[src/design/dcc_mobile_packet_decoder_core_macros.svh]
// ----------------------------------------------------------------------------
// dcc packet decoder assertion macros
// shared concurrent check forms on clk with asynchronous reset
// ----------------------------------------------------------------------------
`ifndef DCC_MOBILE_PACKET_DECODER_CORE_MACROS_SVH
`define DCC_MOBILE_PACKET_DECODER_CORE_MACROS_SVH

// same-cycle implication
`define DCC_ASSERT_IMPL(label, ante, cons, msg) \
	label: assert property (@(posedge clk) disable iff (!arst_n) (ante) |-> (cons)) \
		else $error(msg);

// next-cycle implication
`define DCC_ASSERT_NEXT(label, ante, cons, msg) \
	label: assert property (@(posedge clk) disable iff (!arst_n) (ante) |=> (cons)) \
		else $error(msg);

`endif

[src/design/dcc_pkg.sv]
// ----------------------------------------------------------------------------
// dcc packet decoder package
// shared constants, register indexes and item structs
// ----------------------------------------------------------------------------
package dcc_pkg;

	localparam logic [7:0] CV_MARKER     = 8'h7C;
	localparam logic [7:0] INSTR_128STEP = 8'h3F;
	localparam logic [7:0] INSTR_F13_F20 = 8'hDE;
	localparam logic [7:0] INSTR_F21_F28 = 8'hDF;
	localparam logic [7:0] LONG_ADDR_MIN = 8'd192;
	localparam logic [7:0] LONG_ADDR_MAX = 8'd231;
	localparam logic [7:0] SHORT_ADDR_MIN = 8'd3;
	localparam logic [7:0] SHORT_ADDR_MAX = 8'd127;
	localparam logic [7:0] FACTORY_CV    = 8'd7;
	localparam logic [7:0] FACTORY_VALUE = 8'd8;

	localparam int unsigned FN_W      = 29;
	localparam int unsigned SPEED_W   = 7;
	localparam int unsigned CFG_IDX_W = 3;
	localparam int unsigned CFG_DATA_W = 8;

	typedef enum logic [CFG_IDX_W-1:0] {
		CFG_USE_LONG   = 3'd0,
		CFG_SHORT_ADDR = 3'd1,
		CFG_LONG_HIGH  = 3'd2,
		CFG_LONG_LOW   = 3'd3,
		CFG_CONSIST    = 3'd4
	} cfg_reg_t;

	typedef struct packed {
		logic       use_long_address;
		logic [7:0] short_address_cv;
		logic [7:0] long_address_high_cv;
		logic [7:0] long_address_low_cv;
		logic [6:0] consist_address;
	} cfg_t;

	typedef struct packed {
		logic [2:0] packet_length;
		logic [7:0] fourth_byte;
		logic [7:0] third_byte;
		logic [7:0] second_byte;
		logic [7:0] first_byte;
	} pkt_t;

	typedef struct packed {
		logic              forward;
		logic [SPEED_W-1:0] speed_step;
		logic [FN_W-1:0]   function_bits;
	} loco_state_t;

	typedef struct packed {
		logic              address_matched;
		logic              forward;
		logic [SPEED_W-1:0] speed_step;
		logic [FN_W-1:0]   function_bits;
		logic              changed;
		logic              cv_write;
		logic [7:0]        cv_index;
		logic [7:0]        cv_value;
		logic              factory_reset;
	} result_t;

endpackage

[src/design/dcc_cfg_regs.sv]
// ----------------------------------------------------------------------------
// dcc configuration registers
// cv-style address registers written through a plain write port
// ----------------------------------------------------------------------------
module dcc_cfg_regs
	import dcc_pkg::*;
(
	input  logic                  clk,
	input  logic                  arst_n,
	input  logic                  cfg_we,
	input  logic [CFG_IDX_W-1:0]  cfg_index,
	input  logic [CFG_DATA_W-1:0] cfg_data,
	output cfg_t                  cfg
);

	cfg_t cfg_q;

	always_ff @(posedge clk or negedge arst_n) begin
		if (!arst_n) begin
			cfg_q.use_long_address     <= 1'b0;
			cfg_q.short_address_cv     <= 8'd3;
			cfg_q.long_address_high_cv <= 8'd192;
			cfg_q.long_address_low_cv  <= 8'd0;
			cfg_q.consist_address      <= 7'd0;
		end else if (cfg_we) begin
			unique case (cfg_index)
				CFG_USE_LONG:   cfg_q.use_long_address     <= cfg_data[0];
				CFG_SHORT_ADDR: cfg_q.short_address_cv     <= cfg_data;
				CFG_LONG_HIGH:  cfg_q.long_address_high_cv <= cfg_data;
				CFG_LONG_LOW:   cfg_q.long_address_low_cv  <= cfg_data;
				CFG_CONSIST:    cfg_q.consist_address      <= cfg_data[6:0];
				default: ;
			endcase
		end
	end

	assign cfg = cfg_q;

endmodule

[src/design/dcc_pkt_dec.sv]
// ----------------------------------------------------------------------------
// dcc packet decode
// address match, instruction decode and next locomotive state
// ----------------------------------------------------------------------------
module dcc_pkt_dec
	import dcc_pkg::*;
(
	input  pkt_t        pkt,
	input  cfg_t        cfg,
	input  loco_state_t cur,
	output loco_state_t nxt,
	output result_t     res
);

	logic       is_marker, is_long, is_short, matched, do_decode, factory;
	logic       short_ok, long_ok;
	logic [7:0] ins, data;
	logic [2:0] base_len;
	loco_state_t upd;

	always_comb begin
		is_marker = (pkt.first_byte == CV_MARKER);
		is_long   = (pkt.first_byte >= LONG_ADDR_MIN) && (pkt.first_byte <= LONG_ADDR_MAX);
		is_short  = !pkt.first_byte[7];
		short_ok  = !cfg.use_long_address && (cfg.short_address_cv >= SHORT_ADDR_MIN)
			&& (cfg.short_address_cv <= SHORT_ADDR_MAX);
		long_ok   = cfg.use_long_address && (cfg.long_address_high_cv >= LONG_ADDR_MIN)
			&& (cfg.long_address_high_cv <= LONG_ADDR_MAX);

		matched = 1'b0;
		if (!is_marker) begin
			if (is_short) begin
				matched = (pkt.first_byte == 8'd0)
					|| ((cfg.consist_address != 7'd0)
						&& (pkt.first_byte == {1'b0, cfg.consist_address}))
					|| (short_ok && (pkt.first_byte == cfg.short_address_cv));
			end else if (is_long) begin
				matched = long_ok && (pkt.first_byte == cfg.long_address_high_cv)
					&& (pkt.second_byte == cfg.long_address_low_cv);
			end
		end

		// instruction and data bytes move one place for the long form
		ins      = is_long ? pkt.third_byte : pkt.second_byte;
		data     = is_long ? pkt.fourth_byte : pkt.third_byte;
		base_len = is_long ? 3'd3 : 3'd2;
		do_decode = matched && (pkt.packet_length >= base_len);

		upd = cur;
		if (ins == INSTR_128STEP && pkt.packet_length == base_len + 3'd1) begin
			upd.speed_step = data[6:0];
			upd.forward    = data[7];
		end else if (ins[7:6] == 2'b01 && pkt.packet_length == base_len) begin
			upd.speed_step = {2'b00, ins[4:0]};
			upd.forward    = ins[5];
		end else if (ins[7:5] == 3'b100) begin
			upd.function_bits[0]   = ins[4];
			upd.function_bits[4:1] = ins[3:0];
		end else if (ins[7:4] == 4'b1011) begin
			upd.function_bits[8:5] = ins[3:0];
		end else if (ins[7:4] == 4'b1010) begin
			upd.function_bits[12:9] = ins[3:0];
		end else if (ins == INSTR_F13_F20 && pkt.packet_length >= base_len + 3'd1) begin
			upd.function_bits[20:13] = data;
		end else if (ins == INSTR_F21_F28 && pkt.packet_length >= base_len + 3'd1) begin
			upd.function_bits[28:21] = data;
		end

		nxt = do_decode ? upd : cur;

		factory = is_marker && (pkt.second_byte == FACTORY_CV)
			&& (pkt.third_byte == FACTORY_VALUE);

		res.address_matched = matched;
		res.forward         = nxt.forward;
		res.speed_step      = nxt.speed_step;
		res.function_bits   = nxt.function_bits;
		res.changed         = (nxt != cur);
		res.cv_write        = is_marker && !factory;
		res.cv_index        = (is_marker && !factory) ? pkt.second_byte : 8'd0;
		res.cv_value        = (is_marker && !factory) ? pkt.third_byte : 8'd0;
		res.factory_reset   = factory;
	end

endmodule

[src/design/dcc_mobile_packet_decoder_core.sv]
// ----------------------------------------------------------------------------
// dcc mobile packet decoder core
// Takes checked DCC packets on the s_ stream, one item per packet:
// tdata holds the first four packet bytes and the length without the check
// byte. Each item gives exactly one result item on the m_ stream with the
// address match flag, the stored direction, speed and functions F0..F28,
// a changed flag and CV write or factory reset requests.
// The address registers are set through cfg_we/cfg_index/cfg_data; the user
// must write them only while the block is idle; the block does not enforce it.
// From acceptance to m_tvalid an item passes one input register, then the
// decode and state update into the result register.
// One item per cycle unless m_tready stalls; the stored state updates at the edge
// the result register loads, so the next item sees it at once.
// Reset clears both stages, sets direction forward, speed and functions to
// zero and the address registers to their CV defaults.
// When m_tready is low the result holds, the input register still fills,
// and s_tready falls once both stages are full.
// ----------------------------------------------------------------------------
module dcc_mobile_packet_decoder_core
	import dcc_pkg::*;
(
	input  logic                  clk,
	input  logic                  arst_n,
	input  logic                  s_tvalid,
	output logic                  s_tready,
	// first_byte, second_byte, third_byte, fourth_byte, packet_length
	input  logic [39:0]           s_tdata,
	output logic                  m_tvalid,
	input  logic                  m_tready,
	// address_matched, forward, speed_step, function_bits, changed,
	// cv_write, cv_index, cv_value, factory_reset
	output logic [63:0]           m_tdata,
	input  logic                  cfg_we,
	input  logic [CFG_IDX_W-1:0]  cfg_index,
	input  logic [CFG_DATA_W-1:0] cfg_data
);

`include "dcc_mobile_packet_decoder_core_macros.svh"

	cfg_t        cfg;
	pkt_t        pkt_s1;
	logic        valid_s1;
	loco_state_t state_q, state_nxt;
	result_t     res, out_q;
	logic        out_valid_q;
	logic        advance;

	dcc_cfg_regs u_cfg (
		.clk       (clk),
		.arst_n    (arst_n),
		.cfg_we    (cfg_we),
		.cfg_index (cfg_index),
		.cfg_data  (cfg_data),
		.cfg       (cfg)
	);

	dcc_pkt_dec u_dec (
		.pkt (pkt_s1),
		.cfg (cfg),
		.cur (state_q),
		.nxt (state_nxt),
		.res (res)
	);

	assign advance  = valid_s1 && (!out_valid_q || m_tready);
	assign s_tready = !valid_s1 || advance;

	always_ff @(posedge clk or negedge arst_n) begin
		if (!arst_n) begin
			valid_s1 <= 1'b0;
		end else if (s_tready) begin
			valid_s1 <= s_tvalid;
		end
	end

	always_ff @(posedge clk) begin
		if (s_tready && s_tvalid) begin
			pkt_s1 <= pkt_t'(s_tdata[34:0]);
		end
	end

	always_ff @(posedge clk or negedge arst_n) begin
		if (!arst_n) begin
			state_q.forward       <= 1'b1;
			state_q.speed_step    <= '0;
			state_q.function_bits <= '0;
			out_valid_q           <= 1'b0;
		end else begin
			if (advance) begin
				state_q     <= state_nxt;
				out_valid_q <= 1'b1;
			end else if (m_tready) begin
				out_valid_q <= 1'b0;
			end
		end
	end

	always_ff @(posedge clk) begin
		if (advance) begin
			out_q <= res;
		end
	end

	assign m_tvalid = out_valid_q;
	assign m_tdata  = {7'd0, out_q.factory_reset, out_q.cv_value, out_q.cv_index,
		out_q.cv_write, out_q.changed, out_q.function_bits, out_q.speed_step,
		out_q.forward, out_q.address_matched};

	`DCC_ASSERT_IMPL(a_req_exclusive, out_valid_q, !(out_q.cv_write && out_q.factory_reset),
		"cv write and factory reset both requested")
	`DCC_ASSERT_IMPL(a_req_no_update, out_valid_q && (out_q.cv_write || out_q.factory_reset),
		!out_q.address_matched && !out_q.changed, "cv request item decoded as packet")
	`DCC_ASSERT_NEXT(a_state_hold, !advance, $stable(state_q),
		"locomotive state moved without an item")
	`DCC_ASSERT_NEXT(a_stall_holds_s1, valid_s1 && !advance, valid_s1,
		"stalled item lost from input stage")
	`DCC_ASSERT_NEXT(a_result_matches_state, advance,
		out_q.function_bits == state_q.function_bits && out_q.forward == state_q.forward,
		"result does not show stored state")

endmodule

[config.mk]
export PLATFORM = sky130hd
export DESIGN_NAME = dcc_mobile_packet_decoder_core
export DESIGN_NICKNAME = d
export VERILOG_FILES = /design/src/design/dcc_pkg.sv /design/src/design/dcc_cfg_regs.sv /design/src/design/dcc_pkt_dec.sv /design/src/design/dcc_mobile_packet_decoder_core.sv
export VERILOG_INCLUDE_DIRS = /design/src /design/src/design
export SDC_FILE = /design/constraint.sdc
export NUM_CORES = 1
export LEC_CHECK = 0
export BUFFER_PORTS_ARGS = -buffer_cell sky130_fd_sc_hd__buf_2
export CAP_MARGIN = 20
export CORE_ASPECT_RATIO = 0.9
export CORE_MARGIN = 3
export CORE_UTILIZATION = 35
export DETAILED_ROUTE_END_ITERATION = 10
export PLACE_DENSITY = 0.54
export SLEW_MARGIN = 0
export SYNTH_ARGS = -nofsm -noshare
export SYNTH_HDL_FRONTEND = slang
export SYNTH_SLANG_ARGS = --single-unit
export TNS_END_PERCENT = 5
[constraint.sdc]
create_clock -name clk -period 9.45 [get_ports clk]
set_input_delay 1.89 -clock clk [delete_from_list [all_inputs] [get_ports clk]]
set_output_delay 1.89 -clock clk [all_outputs]
set_load 0.02 [all_outputs]
==> results of run 1 <==
[cells by family after synthesis]
logic type,after synthesis
and+or+nand+nor,190
DFF,163
AOI/OAI and AO/OA,110
muxes,81
buffers and inverters,47
xor gates and xnor gates,43
adders and majority gates,5
other,1
[per-layer routing]
layer / GRT usage / vias to the layer above
li1: - / 2557
met1: 0.249 / 2680
met2: 0.253 / 224
met3: 0.0403 / 21
met4: 0.0520 / 0
met5: 0 / -
[power breakdown]
group	internal [mW]	switching, mW
combinational	0.0841	0.126
clock	0.390	0.294
sequential	0.819	0.0523
[cell type report]
class	instances	area [µm²]	share of cell area
inverters	14	55.1	0.00591
repair buffers	114	581	0.0623
multi-input cells	436	3180	0.342
flip-flops and latches	163	4550	0.488
clock buffers	17	425	0.0457
clock inverters	15	158	0.0169
well taps	291	364	0.0391
[worst max-delay path, cell delays in order]
cell and delay (ps):
buf_2 100, nand3b_1 180, buf_2 180
[flip-flops by register name, summed over array words and instances (netlist names)]
signal and cells:
u_cfg.cfg 32, valid_s1 1, m_tvalid 1, pkt_s1 35, m_tdata 57, state_q 37
[stage by stage]
step | total power [mW] | util | cells | cell area, µm²
finish | 1.77 | 0.423 | 1050 | 9310
global placement | 1.09 | 0.396 | 1017 | 8720
global route | 1.84 | 0.423 | 1050 | 9310
detailed placement | 1.10 | 0.396 | 1017 | 8720
CTS | 1.78 | 0.423 | 1049 | 9310
floorplan | 1.02 | - | 646 | 8000
[placed cells by master, fill, tap and decap left out, types with 4 or more instances in the layout]
master      Yosys  routed
a21o_1          4       4
a21oi_1        25      25
a22oi_1         7       7
and2_1         11      11
and3_1          9       9
buf_2           9     109
buf_4           9       4
clkbuf_16       0      17
clkinvlp_4      0       5
conb_1          1       7
dfrtp_1        66      66
dfstp_2         5       5
edfxtp_1       92      92
ha_1            5       5
inv_1          13      12
mux2_2         67      67
mux2i_1        10      10
nand2_1        54      54
nand2b_1        6       6
nand3b_1        8       8
nand4_1         7       7
nor2_1         41      41
nor3_1          9       9
nor4_1         17      17
o21ai_0        17      17
o21ai_2         9       9
o22ai_1         9       9
xnor2_1        16      16
xor2_1         27      27
[final timing paths]
| check | endpoint | cells past startpoint | slack [ps] | start |
|---|---|---|---|---|
| worst max-delay path | s_tready | 3 | 5210 | m_tready |
| worst min-delay path | m_tvalid | 1 | 500 | valid_s1 |
| worst max register to register | m_tdata[35] | 9 | 5520 | pkt_s1[3] |
| worst min register to register | m_tvalid | 1 | 500 | valid_s1 |
| max in group asynchronous | state_q[6] | 2 | 7140 | arst_n |
| min in group asynchronous | u_cfg.cfg[2] | 2 | 1670 | arst_n |
==> results.txt, run 1 <==
----------------------------------------------------
[Final layout]
  Final #Nets ... 807
  Area growth from synthesis to layout ... 16.7%
  Number of antenna repair diodes ... 0
  Layout cells sized above 1 ... 0.328
  Count of fill cells added during filler insertion ... 2083

[Flow run]
  Number of max-cap violations ... 0

[Clock tree]
  Total clock buffers created by CTS ... 17
  Clock root cell ... clkbuf_16
  Post-CTS Hold Fix Bufs ... 0
  H-tree levels ... 4
  Clk slew on worst S/H paths ... 60 ps
  Post-CTS Repair Setup Buffers ... 0
  Post-cts repair resize count ... 0
  Buffers from clock root to sink, at most ... 2
  Clock latency on the worst-skew pair ... 430 ps
  Clock sink count ... 163
  CTS tree ... built

[Drt]
  Drt first pass iters ... 6
  Wire length on met1 ... 9980 µm
  DR vias/cell ... 5.22
  DRC viols ... 0
  Routed met3 length ... 1300 µm
  Detail-routed net length per standard cell ... 19.8 µm
  Routed length on met2 ... 9210 µm
  Total wirelength of the detailed-routed design ... 20800 µm
  Count of antenna-violating nets left after detailed routing ... 0
  Top sig layer ... met4
  Vias post-DR ... 5482
  Detailed router's first-iteration violation count ... 510

[Synth]
  Mux cell area share after synthesis ... 0.114
  Cell type with the highest aggregate area in the netlist ... edfxtp_1
  Largest family of logic cells by synthesized area ... simple AND/OR/NAND/NOR gates
  Most numerous cell in the Yosys netlist ... edfxtp_1
  Synthesized-area fraction occupied by adder cells ... 0.00784
  Most frequent cells after synthesis ... edfxtp_1, mux2_2, dfrtp_1
  Top area cells in the synthesized netlist ... edfxtp_1, dfrtp_1, mux2_2
  Synthesis-stage register bit count ... 163
  Async SR Flop Fraction ... 0.436
  Share of synthesized cell area in and, or, nand and nor gates ... 0.129
  Synthesized area ... 7980 µm²
  Synthesized-area fraction occupied by ao, oa, aoi and oai cells ... 0.0976
  Synth cell types ... 77
  Post-synth EDFFs ... 92
  Dominant synthesized flop cell ... edfxtp_1
  Area fraction of the dominant cell type after synthesis ... 0.346
  YS warnings ... 0
  Post-synthesis share of cell area spent on xor and xnor gates ... 0.0472
  Mapped Cells ... 640
  Mean instance size in the synthesized netlist ... 12.5 µm²
  Register area share after synthesis ... 0.570

[Setup path]
  Crit Path Max Fanout ... 3
  CP required ... 7560 ps
  Kind of end point of the critical path ... output port
  Classification of the worst setup path ... in -> out
  Critical path data arrival time ... 2350 ps
  Kind of launch point of the worst setup path ... input port

[STA]
  Relative slew slack ... 0.363
  RSZ-0062 raised after global routing ... false
  Final WS setup ... 5210 ps
  Number of endpoints failing setup at the final stage ... 0
  Max-slew violation count ... 0
  Total count of hold-check failures in the final report ... 0
  Hold WS ... 503 ps
  Post-Route Setup TNS ... 0 ps
  Highest clock frequency the design can meet ... 0.236 GHz
  Tcrit/Tclk final ... 0.449
  Transition at the pin with the smallest max-transition slack ... 929 ps
  Worst clock skew on the final layout ... 12.1 ps
  Post-layout min period ... 4240 ps

[Power]
  Pwr per Cell Area ... 190 nW/µm²
  Leakage power figure ... 3.77 nW
  Maximum ir drop on the vdd rail ... 0.0981 mV

[Floorplan]
  Area of the core ... 22000 µm²
  I/O pin count ... 122
  Overall die height ... 149 µm
  Die outline width ... 165 µm
  Die Area ... 24600 µm²
  Standard-cell rows ... 51
  Starting density of the core ... 0.362

[Placement]
  Gp weighted congestion ... 0.928
  Buffers on Ports ... 109
  Detailed placement HPWL ... 14800 µm
  Post-Place Worst Slack ... 5210 ps

[Global route]
  Global route overflow ... 0
  Via count of the first global-routing pass ... 5571
  Initial antenna violation count ... 0
  Global-route usage over all layers ... 0.171
  Global-route wire length before repair ... 32000 µm
  Maximum number of pins on one net before global-route repair ... 72

[Outcome]
  Outcome ... complete, no violations

[Worst hold path]
  Worst min path class ... reg -> reg

----------------------------------------------------
(Power assumes the default switching activity.)
==> run 2: changes to the inputs <==
- PLACE_DENSITY: 0.54 -> 0.55
- clock period: 9.45 -> 3.4 ns (I/O delays scaled with it)
==> results.txt, run 2 (same netlist as run 1, synthesis figures left out) <==
----------------------------------------------------
[Worst hold path]
  Worst min path class ... in -> async

[STA]
  Worst clock skew on the final layout ... 10.8 ps
  Max-slew violation count ... 0
  Post-Route Setup TNS ... 0 ps
  RSZ-0062 raised after global routing ... false
  Number of endpoints failing setup at the final stage ... 0
  Hold WS ... 361 ps
  Highest clock frequency the design can meet ... 0.313 GHz
  Transition at the pin with the smallest max-transition slack ... 869 ps
  Post-layout min period ... 3200 ps
  Tcrit/Tclk final ... 0.941
  Relative slew slack ... 0.421
  Total count of hold-check failures in the final report ... 0

[Floorplan]
  Overall die height ... 149 µm
  I/O pin count ... 122
  Die Area ... 24600 µm²
  Starting density of the core ... 0.362
  Die outline width ... 165 µm
  Area of the core ... 22000 µm²
  Standard-cell rows ... 51

[Global route]
  Global-route usage over all layers ... 0.176
  Global route overflow ... 0
  Global-route wire length before repair ... 32900 µm
  Initial antenna violation count ... 0
  Maximum number of pins on one net before global-route repair ... 58
  Via count of the first global-routing pass ... 5696

[Drt]
  Detail-routed net length per standard cell ... 19.5 µm
  DR vias/cell ... 5.25
  Total wirelength of the detailed-routed design ... 21200 µm
  Vias post-DR ... 5708
  DRC viols ... 0
  Count of antenna-violating nets left after detailed routing ... 0
  Detailed router's first-iteration violation count ... 367
  Drt first pass iters ... 5

[Final layout]
  Leading cell types in the layout, fill and taps excluded ... buf_2, edfxtp_1, mux2_2
  Final #Nets ... 845
  Most common cell after layout, fill and taps aside ... buf_2
  Area growth from synthesis to layout ... 21.0%
  Layout cells sized above 1 ... 0.363
  Number of antenna repair diodes ... 0
  Number of flip-flops under the largest register name ... 57

[Clock tree]
  Clk slew on worst S/H paths ... 70 ps
  Post-CTS Hold Fix Bufs ... 0
  Post-cts repair resize count ... 0
  Clock root cell ... clkbuf_16
  Clock latency on the worst-skew pair ... 430 ps
  Post-CTS Repair Setup Buffers ... 0
  Total clock buffers created by CTS ... 17
  Clock sink count ... 163
  Buffers from clock root to sink, at most ... 2
  H-tree levels ... 4
  CTS tree ... built

[Setup path]
  Crit Path Max Fanout ... 18
  Critical path data arrival time ... 3360 ps
  Cell at the slowest stage of the critical path ... edfxtp_1
  WP buf/inv ... 0
  Kind of launch point of the worst setup path ... flip-flop
  Sequence of cells on the critical path ... nand2_4, nor2_8, ha_1, and3b_1, nand3b_1, mux2i_2, a22oi_1, nand3b_1, o21ai_0, nor3_1, a41o_1, nand2_1
  Cell occurring most often along the worst timing path ... nand3b_1
  Family with the most delay on the worst path ... simple AND/OR/NAND/NOR gates
  Max incr delay on CP ... 510 ps
  Classification of the worst setup path ... reg -> reg
  Kind of end point of the critical path ... flip-flop
  CP required ... 3570 ps

[Placement]
  Detailed placement HPWL ... 15500 µm
  Gp weighted congestion ... 0.921
  Buffers on Ports ... 109

[Power]
  Leakage power figure ... 3.98 nW
  Maximum ir drop on the vdd rail ... 0.272 mV
  Pwr per Cell Area ... 517 nW/µm²

[Outcome]
  Outcome ... complete, no violations

[Flow run]
  Number of max-cap violations ... 0

----------------------------------------------------
-- run 2: cell types whose count changed in the layout (fill, tap and decap cells not counted), sizes merged --
cell      change
clkbuf        -1
inv           +4
clkinv        -2
buf          +39
clkinvlp      -2
-- run 2: report_power, final --
group	switching [mW]	internal, mW	total, mW	leakage (nW)
logic	0.374	0.265	0.639	1.89
clock network	0.849	1.10	1.95	0.284
registers	0.126	2.27	2.40	1.81
total	1.35	3.64	4.99	3.98
-- run 2: final cells by class --
type	count	area (µm²)
Fill cell	2099	12400
Inverter	14	55.1
Multi-Input combinational cell	436	3180
Clock buffer	17	425
Tap cell	291	364
Timing Repair Buffer	152	906
Sequential cell	163	4550
Clock inverter	15	169
-- run 2: metal layers --
layer / vias to the layer above / track usage / part of all wire
met5: - / 0 / 0
met4: 0 / 0.0574 / 0.022
met3: 41 / 0.0455 / 0.060
met2: 223 / 0.256 / 0.44
met1: 2799 / 0.257 / 0.48
li1: 2645 / - / -
-- run 2: final timing paths --
| check | end | slack (ps) | depth (start not counted) | startpoint |
|---|---|---|---|---|
| worst max-delay path | m_tdata[38] | 200 | 12 | pkt_s1[7] |
| worst min-delay path | u_cfg.cfg[5] | 360 | 1 | arst_n |
| worst max register to register | m_tdata[38] | 200 | 12 | pkt_s1[7] |
| worst min register to register | m_tvalid | 510 | 1 | valid_s1 |
| max in group asynchronous | state_q[36] | 2260 | 2 | arst_n |
| min in group clk | pkt_s1[13] | 420 | 1 | s_tdata[13] |
-- run 2: per-stage QoR --
stage               total power, mW  cells  setup WS (ps)  instance area [µm²]   util
global route                   5.19   1088           40.2                 9650  0.438
floorplan                      2.82    646            266                 8000      -
CTS                            5.03   1088            223                 9650  0.438
finish                         4.99   1088            201                 9650  0.438
global placement               3.06   1056            305                 9050  0.411
detailed placement             3.08   1056            250                 9050  0.411
-- run 2: worst register-to-register path: stages, from the launching register on --
cell	delay [ps]
edfxtp_1	510
nand2_4	120
nor2_8	310
ha_1	240
and3b_1	230
nand3b_1	140
mux2i_2	430
a22oi_1	200
nand3b_1	120
o21ai_0	80
nor3_1	270
a41o_1	210
nand2_1	60
==> run 3: changes to the inputs <==
- PLACE_DENSITY: 0.55 -> 0.54
- clock period: 3.4 -> 3.9 ns (I/O delays scaled with it)
==> results.txt, run 3 (same netlist as run 1, synthesis figures left out) <==
----------------------------------------------------
[Floorplan]
  Overall die height ... 149 µm
  Area of the core ... 22000 µm²
  Starting density of the core ... 0.362
  Die Area ... 24600 µm²
  Die outline width ... 165 µm
  I/O pin count ... 122
  Standard-cell rows ... 51

[STA]
  Transition at the pin with the smallest max-transition slack ... 790 ps
  Total count of hold-check failures in the final report ... 0
  RSZ-0062 raised after global routing ... false
  Highest clock frequency the design can meet ... 0.295 GHz
  Post-Route Setup TNS ... 0 ps
  Relative slew slack ... 0.471
  Post-layout min period ... 3390 ps
  Tcrit/Tclk final ... 0.869
  Worst clock skew on the final layout ... 8.54 ps
  Max-slew violation count ... 0
  Number of endpoints failing setup at the final stage ... 0

[Drt]
  DRC viols ... 0
  Total wirelength of the detailed-routed design ... 20800 µm
  Detail-routed net length per standard cell ... 19.5 µm
  DR vias/cell ... 5.17
  Vias post-DR ... 5511
  Count of antenna-violating nets left after detailed routing ... 0
  Detailed router's first-iteration violation count ... 385
  Drt first pass iters ... 5

[Setup path]
  Kind of end point of the critical path ... flip-flop
  Classification of the worst setup path ... reg -> reg
  Critical path data arrival time ... 3700 ps
  CP required ... 4210 ps
  Kind of launch point of the worst setup path ... flip-flop
  Crit Path Max Fanout ... 12
  Slack of the worst reg-to-reg path ... 510 ps

[Global route]
  Maximum number of pins on one net before global-route repair ... 58
  Global-route usage over all layers ... 0.176
  Global route overflow ... 0
  Initial antenna violation count ... 0
  Global-route wire length before repair ... 33100 µm
  Via count of the first global-routing pass ... 5737

[Final layout]
  Area growth from synthesis to layout ... 18.6%
  Design Area, Final ... 9460 µm²
  Layout cells sized above 1 ... 0.339
  Number of antenna repair diodes ... 0
  Final #Nets ... 823
  Count of fill cells added during filler insertion ... 2094
  Most common cell after layout, fill and taps aside ... buf_2
  Leading cell types in the layout, fill and taps excluded ... buf_2, edfxtp_1, mux2_2
  Number of flip-flops under the largest register name ... 57

[Clock tree]
  Total clock buffers created by CTS ... 17
  CTS tree ... built
  Clock sink count ... 163
  Post-CTS Hold Fix Bufs ... 0
  Clock root cell ... clkbuf_16
  Buffers from clock root to sink, at most ... 2
  Clock latency on the worst-skew pair ... 430 ps
  Post-cts repair resize count ... 0
  Clk slew on worst S/H paths ... 60 ps
  H-tree levels ... 4
  Post-CTS Repair Setup Buffers ... 0

[Placement]
  Gp weighted congestion ... 0.888
  Detailed placement HPWL ... 15300 µm
  Instance area at placement ... 8840 µm²
  Buffers on Ports ... 109

[Power]
  Leakage power figure ... 3.88 nW
  Maximum ir drop on the vdd rail ... 0.214 mV
  Pwr per Cell Area ... 464 nW/µm²

[Flow run]
  Number of max-cap violations ... 0

[Outcome]
  Outcome ... complete, no violations

[Worst hold path]
  Worst min path class ... in -> async

----------------------------------------------------
## run 3: worst paths after layout
kind,cells past startpoint,from,endpoint
hold reg to reg,1,valid_s1,m_tvalid
min in group clk,1,valid_s1,m_tvalid
hold / removal,1,arst_n,u_cfg.cfg[20]
setup / recovery,8,pkt_s1[12],state_q[33]
max in group asynchronous,2,arst_n,state_q[36]
setup reg to reg,8,pkt_s1[12],state_q[33]
## run 3: critical path: stages, from the launching register on
cell	delay [ps]
edfxtp_1	560
xor2_1	210
nor4_1	450
nand4_1	140
nor4_1	480
o21ai_2	290
buf_4	250
or3_1	550
mux2_4	350
## run 3: layout make-up
cell class                 count  area [µm²]  share of cell area
sequential                   163        4550               0.480
multi-input combinational    436        3180               0.336
timing repair buffer         130         701              0.0741
clock buffer                  18         429              0.0454
tap                          291         364              0.0385
clock inverter                14         184              0.0194
inverter                      14        55.1             0.00582
## run 3: layer usage
layer / GRT usage / routed length [µm]
met5: 0 / 0
met3: 0.0378 / 1190
met1: 0.256 / 10100
met4: 0.0537 / 328
met2: 0.263 / 9190
## run 3: report_power, final
part	internal (mW)	switching [mW]
Sequential	1.98	0.118
Combinational	0.216	0.316
Clock	1.07	0.686
Total	3.27	1.12
## run 3: metrics by stage
step | hold slack (ps) | instances | worst slack [ps] | util | power (mW)
floorplan | 457 | 646 | 688 | - | 2.46
global placement | 474 | 1033 | 622 | 0.402 | 2.65
detailed placement | 502 | 1033 | 599 | 0.402 | 2.67
CTS | 303 | 1065 | 586 | 0.430 | 4.43
global route | 327 | 1066 | 337 | 0.430 | 4.57
finish | 309 | 1066 | 509 | 0.430 | 4.39
